File: config.mk
export PLATFORM = sky130hd
export DESIGN_NAME = servo_axis_drive_controller
export DESIGN_NICKNAME = d
export VERILOG_FILES = /design/src/rtl/sadc_pkg.sv /design/src/rtl/sadc_cfg_regs.sv /design/src/rtl/sadc_front.sv /design/src/rtl/sadc_duty.sv /design/src/rtl/servo_axis_drive_controller.sv
export SDC_FILE = /design/constraint.sdc
export NUM_CORES = 1
export LEC_CHECK = 0
export ABC_AREA = 1
export BUFFER_PORTS_ARGS = -buffer_cell sky130_fd_sc_hd__buf_2
export CORE_ASPECT_RATIO = 1.25
export CORE_MARGIN = 4
export CORE_UTILIZATION = 60
export CTS_CLUSTER_DIAMETER = 100
export DETAILED_ROUTE_END_ITERATION = 8
export PLACE_DENSITY_LB_ADDON = 0.05
export SKIP_LAST_GASP = 1
export SLEW_MARGIN = 0
export SYNTH_ARGS = -nofsm -noshare
export SYNTH_HDL_FRONTEND = slang
export SYNTH_SLANG_ARGS = --single-unit
File: constraint.sdc
create_clock -name clk -period 6.05 [get_ports clk]
set_input_delay 0.3025 -clock clk [delete_from_list [all_inputs] [get_ports clk]]
set_output_delay 0.3025 -clock clk [all_outputs]
set_load 0.01 [all_outputs]
File: src/rtl/sadc_pkg.sv
// ----------------------------------------------------------------------------
// sadc_pkg
// shared types and constants of the servo axis drive controller: beat
// payloads, register file contents, stage records and fixed codes
// ----------------------------------------------------------------------------
`default_nettype none

package sadc_pkg;

    // potentiometer sample width
    localparam int POS_BITS     = 10;
    localparam int AXIS_W       = 3;
    localparam int GAIN_W       = 4;
    localparam int SPEED_W      = 7;
    localparam int DUTY_W       = 12;
    localparam int DIR_W        = 2;
    localparam int CFG_IDX_W    = 3;
    localparam int CFG_DATA_W   = 12;

    // intermediate widths
    localparam int SPEED_PROD_W = POS_BITS + GAIN_W;
    localparam int SCALED_W     = SPEED_W + DUTY_W;

    // divide by 100 through a reciprocal multiply; the estimate is low by at
    // most one and a single compare-subtract fixes it
    localparam int DIV_SHIFT    = 20;
    localparam int RECIP_W      = 14;
    localparam logic [RECIP_W-1:0] DIV_RECIP = RECIP_W'((1 << DIV_SHIFT) / 100);
    localparam int QUOT_W       = SCALED_W + RECIP_W - DIV_SHIFT;
    localparam int REM_W        = SCALED_W + 1;
    localparam logic [REM_W-1:0] PERCENT_FULL = REM_W'(100);
    localparam logic [QUOT_W-1:0] DUTY_MAX = QUOT_W'(4095);

    // axis numbers
    localparam logic [AXIS_W-1:0] AXIS_BASE     = 3'd0;
    localparam logic [AXIS_W-1:0] AXIS_SHOULDER = 3'd1;
    localparam logic [AXIS_W-1:0] AXIS_ELBOW    = 3'd2;
    localparam logic [AXIS_W-1:0] AXIS_HEAD     = 3'd4;

    // logical direction codes
    localparam logic [DIR_W-1:0] DIR_CW   = 2'd0;
    localparam logic [DIR_W-1:0] DIR_CCW  = 2'd1;
    localparam logic [DIR_W-1:0] DIR_UP   = 2'd2;
    localparam logic [DIR_W-1:0] DIR_DOWN = 2'd3;

    // register indexes
    localparam logic [CFG_IDX_W-1:0] REG_GAIN_AXIS0     = 3'd0;
    localparam logic [CFG_IDX_W-1:0] REG_GAIN_AXIS1     = 3'd1;
    localparam logic [CFG_IDX_W-1:0] REG_GAIN_AXIS2     = 3'd2;
    localparam logic [CFG_IDX_W-1:0] REG_GAIN_AXIS4     = 3'd3;
    localparam logic [CFG_IDX_W-1:0] REG_SPEED_LIMIT    = 3'd4;
    localparam logic [CFG_IDX_W-1:0] REG_PWM_FULL_SCALE = 3'd5;

    // register reset values
    localparam logic [GAIN_W-1:0]  RST_GAIN_AXIS0     = 4'd2;
    localparam logic [GAIN_W-1:0]  RST_GAIN_AXIS1     = 4'd2;
    localparam logic [GAIN_W-1:0]  RST_GAIN_AXIS2     = 4'd2;
    localparam logic [GAIN_W-1:0]  RST_GAIN_AXIS4     = 4'd1;
    localparam logic [SPEED_W-1:0] RST_SPEED_LIMIT    = 7'd100;
    localparam logic [DUTY_W-1:0]  RST_PWM_FULL_SCALE = 12'd2000;

    typedef struct packed {
        logic [AXIS_W-1:0]   axis;
        logic [POS_BITS-1:0] position;
        logic [POS_BITS-1:0] target;
    } req_item_t;

    typedef struct packed {
        logic [AXIS_W-1:0] axis_out;
        logic              active;
        logic              drive_enable;
        logic [DUTY_W-1:0] duty;
        logic [DIR_W-1:0]  direction_code;
        logic              pin_inverted;
    } rsp_item_t;

    typedef struct packed {
        logic [GAIN_W-1:0]  gain_axis0;
        logic [GAIN_W-1:0]  gain_axis1;
        logic [GAIN_W-1:0]  gain_axis2;
        logic [GAIN_W-1:0]  gain_axis4;
        logic [SPEED_W-1:0] speed_limit;
        logic [DUTY_W-1:0]  pwm_full_scale;
    } cfg_t;

    // axis attributes that ride along with every stage
    typedef struct packed {
        logic [AXIS_W-1:0] axis;
        logic              active;
        logic              inv;
        logic [DIR_W-1:0]  dir;
    } tag_t;

    typedef struct packed {
        tag_t                tag;
        logic [POS_BITS-1:0] mag;
        logic [GAIN_W-1:0]   gain;
    } err_rec_t;

    typedef struct packed {
        tag_t               tag;
        logic [SPEED_W-1:0] speed;
    } speed_rec_t;

    typedef struct packed {
        tag_t                tag;
        logic [SPEED_W-1:0]  speed;
        logic [SCALED_W-1:0] scaled;
    } scaled_rec_t;

    typedef struct packed {
        tag_t                tag;
        logic [SPEED_W-1:0]  speed;
        logic [SCALED_W-1:0] scaled;
        logic [QUOT_W-1:0]   quot_est;
    } quot_rec_t;

endpackage

`default_nettype wire

File: src/rtl/sadc_cfg_regs.sv
// ----------------------------------------------------------------------------
// sadc_cfg_regs
// register file for axis gains, speed ceiling and pwm full scale
// ----------------------------------------------------------------------------
`default_nettype none

module sadc_cfg_regs (
    input  wire logic                           clk,
    input  wire logic                           rst_n,
    input  wire logic                           cfg_valid,
    output logic                                cfg_ready,
    input  wire logic [sadc_pkg::CFG_IDX_W-1:0] cfg_index,
    input  wire logic [sadc_pkg::CFG_DATA_W-1:0] cfg_data,
    output sadc_pkg::cfg_t                      cfg
);
    import sadc_pkg::*;

    cfg_t cfg_reg;
    cfg_t cfg_next;

    // writes are always taken
    assign cfg_ready = 1'b1;
    assign cfg       = cfg_reg;

    always_comb
    begin
        cfg_next = cfg_reg;
        if (cfg_valid)
        begin
            case (cfg_index)
                REG_GAIN_AXIS0:     cfg_next.gain_axis0     = cfg_data[GAIN_W-1:0];
                REG_GAIN_AXIS1:     cfg_next.gain_axis1     = cfg_data[GAIN_W-1:0];
                REG_GAIN_AXIS2:     cfg_next.gain_axis2     = cfg_data[GAIN_W-1:0];
                REG_GAIN_AXIS4:     cfg_next.gain_axis4     = cfg_data[GAIN_W-1:0];
                REG_SPEED_LIMIT:    cfg_next.speed_limit    = cfg_data[SPEED_W-1:0];
                REG_PWM_FULL_SCALE: cfg_next.pwm_full_scale = cfg_data[DUTY_W-1:0];
                default:            cfg_next = cfg_reg;
            endcase
        end
    end

    always_ff @(posedge clk or negedge rst_n)
    begin
        if (!rst_n)
        begin
            cfg_reg.gain_axis0     <= RST_GAIN_AXIS0;
            cfg_reg.gain_axis1     <= RST_GAIN_AXIS1;
            cfg_reg.gain_axis2     <= RST_GAIN_AXIS2;
            cfg_reg.gain_axis4     <= RST_GAIN_AXIS4;
            cfg_reg.speed_limit    <= RST_SPEED_LIMIT;
            cfg_reg.pwm_full_scale <= RST_PWM_FULL_SCALE;
        end
        else
        begin
            cfg_reg <= cfg_next;
        end
    end

endmodule

`default_nettype wire

File: src/rtl/sadc_front.sv
// ----------------------------------------------------------------------------
// sadc_front
// stages 1 and 2: error, direction and gain select, then saturated speed
// ----------------------------------------------------------------------------
`default_nettype none

module sadc_front (
    input  wire logic                 clk,
    input  wire logic                 rst_n,
    input  wire sadc_pkg::cfg_t       cfg,
    input  wire logic                 in_valid,
    output logic                      in_ready,
    input  wire sadc_pkg::req_item_t  in_item,
    output logic                      out_valid,
    input  wire logic                 out_ready,
    output sadc_pkg::speed_rec_t      out_rec
);
    import sadc_pkg::*;

    logic       s1_valid_reg;
    logic       s1_valid_next;
    err_rec_t   s1_reg;
    err_rec_t   s1_next;
    logic       s2_valid_reg;
    logic       s2_valid_next;
    speed_rec_t s2_reg;
    speed_rec_t s2_next;

    logic                    s1_ready;
    logic                    s2_ready;
    logic                    pos_err;
    logic                    neg_err;
    logic [SPEED_PROD_W-1:0] speed_prod;

    assign s2_ready = !s2_valid_reg || out_ready;
    assign s1_ready = !s1_valid_reg || s2_ready;
    assign in_ready = s1_ready;

    // stage 1: error magnitude, direction, gain
    assign pos_err = in_item.position > in_item.target;
    assign neg_err = in_item.position < in_item.target;

    always_comb
    begin
        s1_next            = s1_reg;
        s1_valid_next      = s1_valid_reg;
        if (s1_ready)
        begin
            s1_valid_next      = in_valid;
            s1_next.tag.axis   = in_item.axis;
            s1_next.tag.active = 1'b1;
            s1_next.tag.inv    = 1'b0;
            s1_next.mag        = pos_err ? in_item.position - in_item.target
                                         : in_item.target - in_item.position;
            case (in_item.axis)
                AXIS_BASE:
                begin
                    s1_next.gain    = cfg.gain_axis0;
                    s1_next.tag.dir = pos_err ? DIR_CCW : DIR_CW;
                end
                AXIS_SHOULDER:
                begin
                    s1_next.gain    = cfg.gain_axis1;
                    s1_next.tag.dir = neg_err ? DIR_DOWN : DIR_UP;
                end
                AXIS_ELBOW:
                begin
                    s1_next.gain    = cfg.gain_axis2;
                    s1_next.tag.dir = pos_err ? DIR_DOWN : DIR_UP;
                    s1_next.tag.inv = 1'b1;
                end
                AXIS_HEAD:
                begin
                    s1_next.gain    = cfg.gain_axis4;
                    s1_next.tag.dir = pos_err ? DIR_DOWN : DIR_UP;
                    s1_next.tag.inv = 1'b1;
                end
                default:
                begin
                    s1_next.gain       = '0;
                    s1_next.tag.dir    = DIR_CW;
                    s1_next.tag.active = 1'b0;
                end
            endcase
        end
    end

    // stage 2: speed = |error| * gain, clipped at the ceiling; zero for an inactive axis
    assign speed_prod = SPEED_PROD_W'(s1_reg.mag) * SPEED_PROD_W'(s1_reg.gain);

    always_comb
    begin
        s2_next       = s2_reg;
        s2_valid_next = s2_valid_reg;
        if (s2_ready)
        begin
            s2_valid_next = s1_valid_reg;
            s2_next.tag   = s1_reg.tag;
            if (!s1_reg.tag.active)
                s2_next.speed = '0;
            else if (speed_prod > SPEED_PROD_W'(cfg.speed_limit))
                s2_next.speed = cfg.speed_limit;
            else
                s2_next.speed = speed_prod[SPEED_W-1:0];
        end
    end

    always_ff @(posedge clk or negedge rst_n)
    begin
        if (!rst_n)
        begin
            s1_valid_reg <= 1'b0;
            s2_valid_reg <= 1'b0;
        end
        else
        begin
            s1_valid_reg <= s1_valid_next;
            s2_valid_reg <= s2_valid_next;
        end
    end

    always_ff @(posedge clk)
    begin
        s1_reg <= s1_next;
        s2_reg <= s2_next;
    end

    assign out_valid = s2_valid_reg;
    assign out_rec   = s2_reg;

endmodule

`default_nettype wire

File: src/rtl/sadc_duty.sv
// ----------------------------------------------------------------------------
// sadc_duty
// stages 3 to 5: speed times full scale, divide by 100, output register
// ----------------------------------------------------------------------------
`default_nettype none

module sadc_duty (
    input  wire logic                 clk,
    input  wire logic                 rst_n,
    input  wire sadc_pkg::cfg_t       cfg,
    input  wire logic                 in_valid,
    output logic                      in_ready,
    input  wire sadc_pkg::speed_rec_t in_rec,
    output logic                      out_valid,
    input  wire logic                 out_stall,
    output sadc_pkg::rsp_item_t       out_item
);
    import sadc_pkg::*;

    logic        s3_valid_reg;
    logic        s3_valid_next;
    scaled_rec_t s3_reg;
    scaled_rec_t s3_next;
    logic        s4_valid_reg;
    logic        s4_valid_next;
    quot_rec_t   s4_reg;
    quot_rec_t   s4_next;
    logic        s5_valid_reg;
    logic        s5_valid_next;
    rsp_item_t   s5_reg;
    rsp_item_t   s5_next;

    logic                          s3_ready;
    logic                          s4_ready;
    logic                          s5_ready;
    logic [SCALED_W+RECIP_W-1:0]   recip_prod;
    logic [REM_W-1:0]              quot_x100;
    logic [REM_W-1:0]              rem;
    logic [QUOT_W-1:0]             quot;

    assign s5_ready = !s5_valid_reg || !out_stall;
    assign s4_ready = !s4_valid_reg || s5_ready;
    assign s3_ready = !s3_valid_reg || s4_ready;
    assign in_ready = s3_ready;

    // stage 3: speed * full scale
    always_comb
    begin
        s3_next       = s3_reg;
        s3_valid_next = s3_valid_reg;
        if (s3_ready)
        begin
            s3_valid_next  = in_valid;
            s3_next.tag    = in_rec.tag;
            s3_next.speed  = in_rec.speed;
            s3_next.scaled = SCALED_W'(in_rec.speed) * SCALED_W'(cfg.pwm_full_scale);
        end
    end

    // stage 4: quotient estimate by reciprocal
    assign recip_prod = (SCALED_W+RECIP_W)'(s3_reg.scaled)
                      * (SCALED_W+RECIP_W)'(DIV_RECIP);

    always_comb
    begin
        s4_next       = s4_reg;
        s4_valid_next = s4_valid_reg;
        if (s4_ready)
        begin
            s4_valid_next    = s3_valid_reg;
            s4_next.tag      = s3_reg.tag;
            s4_next.speed    = s3_reg.speed;
            s4_next.scaled   = s3_reg.scaled;
            s4_next.quot_est = recip_prod[SCALED_W+RECIP_W-1:DIV_SHIFT];
        end
    end

    // stage 5: fix the estimate, clip, pick the duty source
    assign quot_x100 = (REM_W'(s4_reg.quot_est) << 6) + (REM_W'(s4_reg.quot_est) << 5)
                     + (REM_W'(s4_reg.quot_est) << 2);
    assign rem       = REM_W'(s4_reg.scaled) - quot_x100;
    assign quot      = (rem >= PERCENT_FULL) ? s4_reg.quot_est + 1'b1 : s4_reg.quot_est;

    always_comb
    begin
        s5_next       = s5_reg;
        s5_valid_next = s5_valid_reg;
        if (s5_ready)
        begin
            s5_valid_next          = s4_valid_reg;
            s5_next.axis_out       = s4_reg.tag.axis;
            s5_next.active         = s4_reg.tag.active;
            s5_next.direction_code = s4_reg.tag.dir;
            s5_next.pin_inverted   = s4_reg.tag.inv;
            s5_next.drive_enable   = (s4_reg.speed != '0);
            if (s4_reg.tag.axis == AXIS_HEAD)
                s5_next.duty = DUTY_W'(s4_reg.speed);
            else if (quot > DUTY_MAX)
                s5_next.duty = DUTY_MAX[DUTY_W-1:0];
            else
                s5_next.duty = quot[DUTY_W-1:0];
        end
    end

    always_ff @(posedge clk or negedge rst_n)
    begin
        if (!rst_n)
        begin
            s3_valid_reg <= 1'b0;
            s4_valid_reg <= 1'b0;
            s5_valid_reg <= 1'b0;
        end
        else
        begin
            s3_valid_reg <= s3_valid_next;
            s4_valid_reg <= s4_valid_next;
            s5_valid_reg <= s5_valid_next;
        end
    end

    always_ff @(posedge clk)
    begin
        s3_reg <= s3_next;
        s4_reg <= s4_next;
        s5_reg <= s5_next;
    end

    assign out_valid = s5_valid_reg;
    assign out_item  = s5_reg;

endmodule

`default_nettype wire

File: src/rtl/servo_axis_drive_controller.sv
// ----------------------------------------------------------------------------
// servo_axis_drive_controller
// proportional position controller for four servo axes: error, clipped
// speed, pwm duty, drive enable and direction for every sample beat
// ----------------------------------------------------------------------------
//
//  channel | signals                         | direction | beat
//  --------+---------------------------------+-----------+---------------------
//  req     | req_valid req_stall req_data    | in        | axis, sample, target
//  rsp     | rsp_valid rsp_stall rsp_data    | out       | one result per req
//  cfg     | cfg_valid cfg_ready cfg_index   | in        | register write
//          | cfg_data                        |           |
//
//  five register stages, one beat per cycle while rsp_stall is low
//  the divide by 100 is a reciprocal multiply in stage 4 with a one-step
//  fix in stage 5; each multiply sits in a stage of its own
//  reset clears all stage valid bits and loads the register defaults
//  a stalled result holds in the output register; empty stages still fill
//  behind it, and req_stall rises only once every stage is occupied
//
`default_nettype none

module servo_axis_drive_controller (
    input  wire logic                            clk,
    input  wire logic                            rst_n,
    // request channel
    input  wire logic                            req_valid,
    output logic                                 req_stall,
    input  wire sadc_pkg::req_item_t             req_data,
    // result channel
    output logic                                 rsp_valid,
    input  wire logic                            rsp_stall,
    output sadc_pkg::rsp_item_t                  rsp_data,
    // register write channel
    input  wire logic                            cfg_valid,
    output logic                                 cfg_ready,
    input  wire logic [sadc_pkg::CFG_IDX_W-1:0]  cfg_index,
    input  wire logic [sadc_pkg::CFG_DATA_W-1:0] cfg_data
);
    import sadc_pkg::*;

    cfg_t       cfg;
    logic       front_ready;
    logic       mid_valid;
    logic       mid_ready;
    speed_rec_t mid_rec;

    // gains, speed ceiling, full scale
    sadc_cfg_regs u_cfg_regs (
        .clk       (clk),
        .rst_n     (rst_n),
        .cfg_valid (cfg_valid),
        .cfg_ready (cfg_ready),
        .cfg_index (cfg_index),
        .cfg_data  (cfg_data),
        .cfg       (cfg)
    );

    // stages 1-2: error and saturated speed
    sadc_front u_front (
        .clk       (clk),
        .rst_n     (rst_n),
        .cfg       (cfg),
        .in_valid  (req_valid),
        .in_ready  (front_ready),
        .in_item   (req_data),
        .out_valid (mid_valid),
        .out_ready (mid_ready),
        .out_rec   (mid_rec)
    );

    // stages 3-5: duty scaling and output register
    sadc_duty u_duty (
        .clk       (clk),
        .rst_n     (rst_n),
        .cfg       (cfg),
        .in_valid  (mid_valid),
        .in_ready  (mid_ready),
        .in_rec    (mid_rec),
        .out_valid (rsp_valid),
        .out_stall (rsp_stall),
        .out_item  (rsp_data)
    );

    assign req_stall = !front_ready;

endmodule

`default_nettype wire
==> impl_results.md <==
* Outcome: completed
* Most instantiated cells after synthesis: sky130_fd_sc_hd__inv_1 (495), sky130_fd_sc_hd__nand2_1 (478), sky130_fd_sc_hd__ha_1 (239), sky130_fd_sc_hd__fa_1 (177), sky130_fd_sc_hd__edfxtp_1 (132)
* Number of antenna diodes at 0
* Number of resized instances in the post-cts repair step at 0
* Final Hold Fails at 0
* Fill cells at 2,634
* Detailed placement HPWL at 34.5 mm
* Buffers added on ports at 64
* Die W at 164 um
* Total setup violations reported at the end of the flow at 0
* H-tree levels at 4
* Post-synth EDFFs at 132
* Core area at 30,000 um2
* Minimum setup slack after placement at 748 ps
* Slew headroom at 41.3%
* Maximum clock frequency at 188 MHz
* Mean Syn Cell Area at 8.66 um2
* Max cap viols at 0
* Number of distinct library cells after synthesis at 49
* Share of flip-flops with an asynchronous set or reset after synthesis at 23.3%
* Final critical-path share of the clock period at 87.9%
* DR WL/cell at 16.1 um
* Clock period minus final worst setup slack at 5320 ps
* Remaining routing DRC violations at 0
* Final nets at 2,614
* # rows at 71
* Clk pin slew, worst setup/hold paths at 90 ps
* Number of antenna violations at the first check in global routing at 0
* Warnings from Yosys at 0
* Length in cells of the worst reg-to-reg path at 16
* Detailed-routing iteration count for the pre-antenna-repair pass at 5
* Number of global-route vias before repair at 14,176
* Pin count of the biggest net entering global routing at 46
* Placer's final routability congestion estimate at 0.918
* Max-slew violations at 0
* Required time reported for the critical path endpoint at 6210 ps
* Number of buffers between clock root and the deepest sink at 2
* Combined area of all synthesized cells at 18,200 um2
* Wire length of the first global-routing pass at 69.6 mm
* Endpoint type of the worst setup path: flop
* Initial core utilization at 60.7%
* Detail-routed via count per cell at 5.28
* Library cell with the largest summed area after synthesis: sky130_fd_sc_hd__edfxtp_1
* Initial DRC Count at 649
* # clock sinks at 172
* Number of clock buffers inserted by TritonCTS at 17
* Sum of negative setup slack at 0 ps
* Critical Setup Path Class: reg2reg
* Cell depth of the worst hold path at 2
* Actual slew at the worst max-slew pin at 880 ps
* Critical Path End: u_duty.s4_reg[12]$_DFFE_PP_
* Capture point of the worst reg-to-reg path: u_duty.s4_reg[12]$_DFFE_PP_
* Area growth from synthesis to layout at 7.22%
* Finished layout cell area at 19,500 um2
* Placement-stage cell area at 18,900 um2
* Layout Utilization at 65.0%
* Flop and latch count out of synthesis at 172
* Arrival time at the worst endpoint at 5480 ps
* Most numerous cell in the Yosys netlist: sky130_fd_sc_hd__inv_1
* Cell count after synthesis at 2,102
* Combined global-route utilization of all metal layers at 26.5%
* Clock root buffer: sky130_fd_sc_hd__clkbuf_16
* Overall via count from detail_route at 13,561
* Post-layout worst setup margin at 730 ps
* Number of nets produced by synthesis at 2,561
* Worst-case register-to-register setup slack at 730 ps
* Area fraction of the dominant cell type after synthesis at 21.8%
* Leading register cell type out of synthesis: sky130_fd_sc_hd__edfxtp_1
* Class of the worst hold path: in2reg
* Setup repair after global routing missed its margin: false
* Portion of the post-synthesis area used by sequential elements at 27.3%
* Total wire length after detailed routing at 41.3 mm
* Launch instance of the worst register-to-register path: u_duty.s3_reg[17]$_DFFE_PP_
* Antenna Nets Post-Route at 0
* Worst Path Max Fanout at 9
* Full die area at 33,200 um2
* Number of flip-flops in the largest register at 44
* Clock skew after layout at 20.3 ps
* Worst-Skew Late Latency at 450 ps
* CTS tree: done
* Start point of the critical path: u_duty.s3_reg[17]$_DFFE_PP_
* Share of cells above drive strength 1 at 6.78%
* Element type at the critical path start: flop
* Count of boundary I/O pins at 66
* Biggest area contributors in the synthesized netlist: sky130_fd_sc_hd__edfxtp_1 (22%), sky130_fd_sc_hd__fa_1 (19%), sky130_fd_sc_hd__ha_1 (16%)
* Die height at 203 um
* Leftover overflow at the end of global routing at 0
[through the flow]
step                cells  hold WS [ps]
floorplan            2102          6.91
global placement     2536           402
detailed placement   2536           405
CTS                  2569          42.5
global route         2569          50.4
finish               2569          59.2
[what timing repair did]
item,CTS,global route
endpoints found under the hold margin,19,0
hold buffers,1,0
setup buffers,0,0
[cell usage in the layout (no fill, tap or decap), types with 3 or more instances in the layout]
master,netlist,final
sky130_fd_sc_hd__o21bai_1,4,4
sky130_fd_sc_hd__nand4_1,20,20
sky130_fd_sc_hd__nor2_1,98,98
sky130_fd_sc_hd__nand3b_1,9,9
sky130_fd_sc_hd__xnor2_1,13,13
sky130_fd_sc_hd__nor3_1,23,23
sky130_fd_sc_hd__a31oi_1,5,5
sky130_fd_sc_hd__buf_2,2,64
sky130_fd_sc_hd__dfstp_2,13,13
sky130_fd_sc_hd__fa_1,177,177
sky130_fd_sc_hd__inv_1,495,494
sky130_fd_sc_hd__buf_4,1,3
sky130_fd_sc_hd__o2111ai_1,9,9
sky130_fd_sc_hd__a21oi_2,8,8
sky130_fd_sc_hd__nand2_2,12,12
sky130_fd_sc_hd__o21a_1,3,3
sky130_fd_sc_hd__dfrtp_1,27,27
sky130_fd_sc_hd__nand2_1,478,478
sky130_fd_sc_hd__edfxtp_1,132,132
sky130_fd_sc_hd__inv_8,0,3
sky130_fd_sc_hd__clkinv_8,0,5
sky130_fd_sc_hd__inv_6,0,3
sky130_fd_sc_hd__nand3_2,4,4
sky130_fd_sc_hd__xor2_1,39,39
sky130_fd_sc_hd__o211ai_1,8,8
sky130_fd_sc_hd__mux2_2,5,5
sky130_fd_sc_hd__a21oi_1,89,89
sky130_fd_sc_hd__clkbuf_16,0,17
sky130_fd_sc_hd__o21ai_0,65,65
sky130_fd_sc_hd__ha_1,239,239
sky130_fd_sc_hd__nor4_1,5,5
sky130_fd_sc_hd__nand3_1,65,65
[critical path: stages, from the launching register on]
cell and delay, ps:
sky130_fd_sc_hd__edfxtp_1 700, sky130_fd_sc_hd__fa_1 520, sky130_fd_sc_hd__ha_1 320, sky130_fd_sc_hd__fa_1 500
sky130_fd_sc_hd__inv_1 60, sky130_fd_sc_hd__fa_1 510, sky130_fd_sc_hd__fa_1 580, sky130_fd_sc_hd__inv_1 50
sky130_fd_sc_hd__ha_1 280, sky130_fd_sc_hd__ha_1 370, sky130_fd_sc_hd__nand2_1 130, sky130_fd_sc_hd__nor4_1 330
sky130_fd_sc_hd__nand2_1 90, sky130_fd_sc_hd__o211ai_1 300, sky130_fd_sc_hd__nand3_1 120, sky130_fd_sc_hd__nand2_1 90
sky130_fd_sc_hd__xor2_1 80
[worst min path at each step]
stage	endpoint	slack (ps)	start
final	u_front.s1_valid_reg$_DFFE_PN0N_	60	req_valid
after CTS	u_front.s1_valid_reg$_DFFE_PN0N_	40	req_valid
after global placement	u_front.out_rec[13]$_DFFE_PP_	400	u_front.s1_reg[20]$_DFFE_PN_
after floorplan	u_cfg_regs.cfg[0]$_DFFE_PN0P_	7	rst_n
after detailed placement	u_duty.s4_reg[33]$_DFFE_PP_	400	u_duty.s3_reg[20]$_DFFE_PP_
after global routing	u_front.s1_valid_reg$_DFFE_PN0N_	50	req_valid
[logic make-up (layout without fill, tap and decap cells)]
group                    count (synthesis)  in the layout  share of synthesized area [%]
multiplexers                             6              6                          0.364
flip-flops                             172            172                           27.3
AND/OR/NAND/NOR                        722            722                           16.5
buffers and inverters                  531            597                           11.1
adder cells (fa/ha/maj)                416            416                           35.9
other                                    1              1                         0.0206
AO/OA/AOI/OAI                          202            202                           6.31
XOR/XNOR                                52             52                           2.50
[per-layer routing]
| metal | GRT usage [%] | share of wire, % | wire length (um) |
|---|---|---|---|
| met1 | 32.3 | 41 | 16700 |
| met2 | 47.8 | 52 | 21600 |
| met3 | 2.80 | 3.1 | 1280 |
| met4 | 10.7 | 3.9 | 1630 |
| met5 | 0 | 0 | 0 |
[layout make-up]
class	instances	area [um2]	share of cell area [%]
multi-input combinational	1399	11200	57.4
sequential	172	4980	25.5
inverter	497	1870	9.55
tap	401	502	2.57
clock buffer	17	425	2.18
timing repair buffer	68	353	1.81
clock inverter	15	195	1.00
Power is not shown: default switching activity piles up to over one toggle a cycle in this logic, so the estimate is an artifact.
